--- src/idof_pkg.sv ---
// shared types and constants for the interval duplicate and overlap filter
package idof_pkg;

	localparam int POS_W   = 32;
	localparam int SCORE_W = 14;
	localparam int IDX_W   = 6;
	localparam int CFG_IDX_W  = 1;
	localparam int CFG_DATA_W = 1;

	// configuration register indexes
	localparam logic [CFG_IDX_W-1:0] REG_FILTER_MODE = 1'd0;
	localparam logic [CFG_IDX_W-1:0] REG_NO_OVERLAP  = 1'd1;

	typedef struct packed {
		logic [POS_W-1:0]   start_pos;
		logic [POS_W-1:0]   end_pos;
		logic [SCORE_W-1:0] score;
		logic               skipped_in;
		logic               last_entry;
	} in_item_t;

	typedef struct packed {
		logic [IDX_W-1:0] entry_index;
		logic             kept;
		logic             overflow;
		logic             last_result;
	} out_item_t;

	// controller to datapath
	typedef struct packed {
		logic load;      // store the accepted input beat
		logic rd_j;      // read address from the inner counter, else outer
		logic ref_init;  // take the outer entry as reference, start inner loop
		logic run;       // inner loop streaming and compare
		logic i_wb;      // write back the outer entry's skip flag
		logic i_inc;
		logic i_clr;
		logic out_load;  // move one result into the output register
	} dp_cmd_t;

	// datapath to controller
	typedef struct packed {
		logic in_last;
		logic skip_s1;
		logic i_last;
		logic run_done;
		logic out_free;
	} dp_sts_t;

endpackage

--- src/idof_ctrl.sv ---
// sequencer for load, pairwise pass and result readout
module idof_ctrl (
	input  logic             clk,
	input  logic             arst_n,
	input  logic             in_valid,
	output logic             in_stall,
	input  idof_pkg::dp_sts_t sts,
	output idof_pkg::dp_cmd_t cmd
);
	import idof_pkg::*;

	typedef enum logic [2:0] {
		S_LOAD,
		S_I_RD,
		S_I_CHK,
		S_J_RUN,
		S_I_WB,
		S_O_RD,
		S_O_LD
	} state_t;

	state_t state_q;
	logic   accept;

	assign in_stall = (state_q != S_LOAD);
	assign accept   = in_valid && !in_stall;

	always_comb begin
		cmd = '0;
		unique case (state_q)
			S_LOAD: begin
				cmd.load  = accept;
				cmd.i_clr = accept && sts.in_last;
			end
			S_I_RD: begin
			end
			S_I_CHK: begin
				if (sts.i_last) begin
					cmd.i_clr = 1'b1;
				end else if (sts.skip_s1) begin
					cmd.i_inc = 1'b1;
				end else begin
					cmd.ref_init = 1'b1;
				end
			end
			S_J_RUN: begin
				cmd.rd_j = 1'b1;
				cmd.run  = 1'b1;
			end
			S_I_WB: begin
				cmd.i_wb  = 1'b1;
				cmd.i_clr = sts.i_last;
				cmd.i_inc = !sts.i_last;
			end
			S_O_RD: begin
			end
			S_O_LD: begin
				cmd.out_load = sts.out_free;
				cmd.i_inc    = sts.out_free && !sts.i_last;
			end
			default: begin
			end
		endcase
	end

	always_ff @(posedge clk or negedge arst_n) begin
		if (!arst_n) begin
			state_q <= S_LOAD;
		end else begin
			unique case (state_q)
				S_LOAD: begin
					if (accept && sts.in_last) state_q <= S_I_RD;
				end
				S_I_RD: state_q <= S_I_CHK;
				S_I_CHK: begin
					if (sts.i_last) state_q <= S_O_RD;
					else if (sts.skip_s1) state_q <= S_I_RD;
					else state_q <= S_J_RUN;
				end
				S_J_RUN: begin
					if (sts.run_done) state_q <= S_I_WB;
				end
				S_I_WB: begin
					state_q <= sts.i_last ? S_O_RD : S_I_RD;
				end
				S_O_RD: state_q <= S_O_LD;
				S_O_LD: begin
					if (sts.out_free) state_q <= sts.i_last ? S_LOAD : S_O_RD;
				end
				default: state_q <= S_LOAD;
			endcase
		end
	end

endmodule

--- config.mk ---
export PLATFORM = sky130hd
export DESIGN_NAME = idof_ctrl
export DESIGN_NICKNAME = d
export VERILOG_FILES = /design/src/idof_pkg.sv /design/src/idof_ctrl.sv
export SDC_FILE = /design/constraint.sdc
export NUM_CORES = 1
export LEC_CHECK = 0
export BUFFER_PORTS_ARGS = -buffer_cell sky130_fd_sc_hd__buf_4
export CORE_AREA = 5 5 42 44
export CTS_BUF_LIST = sky130_fd_sc_hd__clkbuf_16
export CTS_CLUSTER_SIZE = 16
export DETAILED_ROUTE_END_ITERATION = 8
export DIE_AREA = 0 0 47 49
export HOLD_SLACK_MARGIN = 0.08
export PLACE_DENSITY = 0.55
export SYNTH_ARGS = -nofsm -noshare
export SYNTH_HDL_FRONTEND = slang
export SYNTH_SLANG_ARGS = --single-unit
export TNS_END_PERCENT = 5
--- constraint.sdc ---
create_clock -name clk -period 0.98 [get_ports clk]
set_input_delay 0.049 -clock clk [delete_from_list [all_inputs] [get_ports clk]]
set_output_delay 0.049 -clock clk [all_outputs]
set_load 0.005 [all_outputs]
==> metrics.cfg <==
[route]
totalWireLength_um = 925
ant_nets = 0
post_drt_wl_per_cell_um = 11.71
drc = 0
vias = 361
first_pass_iters = 2
drtIter0Drc = 4
vias_per_cell = 4.570

[synth]
synth_top_area_frac = 0.2353
synth-edff-count = 0
seq_area_frac_synth = 0.2353
syn_inst = 35
yosysTopAreaCell = dfrtp_1
synth_top_flop_cell = dfrtp_1
yosys_warnings = 0
ys_types = 26
ys_top_cells_by_count = 3 x dfrtp_1, 3 x nor2_1, 3 x nor3b_1, 3 x o21ai_0, 2 x buf_6
synth_area_leaders = dfrtp_1 24%, nor4b_4 7.5%, buf_6 7.1%, nor3b_1 7.1%, o21ai_0 4.7%
netlist_area_sq_um = 319.1
synth_fp_nets = 43
ys_ff_latch = 3
synth_area_per_cell_sq_um = 9.116
async_flop_share = 1.000

[setup_path]
cp.arrival_ns = 1.28
cp_data_required_time_ns = 0.93
crit_chain = buf_12 -> or3_4 -> nor2_2 -> buf_4
critPathMaxFanout = 8
crit_path_start_kind = flip-flop
slowest_stage = dfrtp_1
worst-path-buf-inv = 2
cp-end-kind = primary output
critPathMaxStageDelay_ns = 0.39
crit_family = simple AND/OR/NAND/NOR gates
setup.worst_path.class = reg2out

[global_routing]
grt_use_total = 0.1001
antenna_found_initial = 0
overflow = 0
grt_pass1_vias = 387
grt_max_degree = 9
grt_pass1_wl_um = 1587

[layout]
largest_register_ffs = 3
nNetsFinal = 72
area_growth_pct = 103.9
fill_cells = 140
post-route-util = 0.4643
diodes = 0
top_register = state_q
drive_gt1_frac = 0.6984
reg_top3 = state_q: 3 flops
layout.cells.non_filler = 79
design_area_sq_um = 650.6

[timing]
slew_violations = 0
setup_slack_ns = -0.3535
finalSetupViolCount = 12
rsz0062_at_grt = yes
fin_crit_ns = 1.334
fmax_ghz = 0.7499
slew_headroom = 0.8582
max_slew.worst_pin.slew_ns = 0.2118
skew_ns = 0.0004844
finalSetupTns_ns = -3.058
fin_crit_sh = 1.361
hold_viol = 0
holdWs_ns = 0.1155

[pwr]
ir_drop_uv = 1643
power_mw = 2.208
powerDensity_mw_per_mm2 = 3394
p_leak_nw = 0.3084

[floorplan]
chipWidth_um = 47
pin_count = 17
dieHeight_um = 49
core_sq_mm = 0.001401
dieArea_sq_mm = 0.002303
num_rows = 14
initial_core_util = 0.2277

[worst_hold_path]
worstHoldPathType = in2reg

[clock_tree]
cts.path.max_buffers = 2
numCtsBuffers = 3
numClockSinks = 3
cts_tree = yes
clk-insertion-delay-late_ns = 0.23
htreeDepth = 1
cts_root_buffer = clkbuf_16
clkTransAtPathRegs_ns = 0.03

[place]
placed_cells_incl_taps = 71
port_buffers = 16
dpl_worst_slack_ns = -0.1703
gp_congestion = 0.7868
placed_cell_area_sq_um = 501.7
hpwl_um = 632.9

[run_status]
violations = negative setup slack
outcome = complete, but fails checks

[run]
cap_violations = 0

[cell type report]
| class | instances | area (sq um) | area share |
|---|---|---|---|
| Timing Repair Buffer | 28 | 225.2 | 0.3462 |
| Clock buffer | 3 | 75.07 | 0.1154 |
| Clock inverter | 1 | 3.754 | 0.005769 |
| Tap cell | 16 | 20.02 | 0.03077 |
| Inverter | 2 | 7.507 | 0.01154 |
| Sequential cell | 3 | 76.32 | 0.1173 |
| Multi-Input combinational cell | 26 | 242.7 | 0.3731 |
[layer usage]
| layer | wire [um] | vias to the layer above | GRT usage | share of wire |
|---|---|---|---|---|
| li1 | - | 182 | - | - |
| met1 | 366 | 164 | 0.1101 | 0.40 |
| met2 | 469 | 12 | 0.1380 | 0.51 |
| met3 | 70 | 3 | 0.07011 | 0.076 |
| met4 | 18 | 0 | 0.05530 | 0.019 |
| met5 | 0 | - | 0 | 0 |
[where the power goes]
part,switching (mW),total (mW),internal [mW],leakage (nW)
clock,0.122,0.649,0.527,0.0423
combinational,0.495,1.26,0.762,0.230
sequential,0.111,0.302,0.191,0.0358
[final timing paths]
check,cells past startpoint,slack (ns),from,endpoint
setup / recovery,4,-0.35,state_q[2],cmd[7]
hold / removal,3,0.12,sts[1],state_q[0]
setup reg to reg,4,-0.28,state_q[2],state_q[2]
hold reg to reg,1,0.59,state_q[1],state_q[2]
max in group asynchronous,2,0.72,arst_n,state_q[1]
min in group asynchronous,2,0.16,arst_n,state_q[1]
[tightest hold or removal path, cell delays in order]
cell	delay, ns
buf_4	0.10
o21ai_1	0.05
o211a_1	0.10
[placed cells by master, fill, tap and decap left out, drive strengths merged, types with 3 or more instances in the layout]
| master | Yosys | final |
|---|---|---|
| dfrtp | 3 | 3 |
| nor3b | 3 | 3 |
| nor2 | 4 | 4 |
| buf | 4 | 27 |
| clkbuf | 0 | 3 |
| inv | 2 | 3 |
| o21ai | 4 | 4 |
[timing repair]
item | CTS | global route
hold endpoints to repair | 3 | 0
buffers inserted | 3 | 0
hold buffers | 1 | 0
gates resized for setup | 6 | 6
setup endpoints to repair | 12 | 12
[logic make-up (layout without fill, tap and decap cells)]
group	count (synthesis)	after routing	share of synthesized area
XOR/XNOR	1	1	0.02746
AND/OR/NAND/NOR	14	14	0.3255
buffers and inverters	6	34	0.1333
flip-flops	3	3	0.2353
AO/OA/AOI/OAI	11	11	0.2784
(Power assumes the default switching activity.)
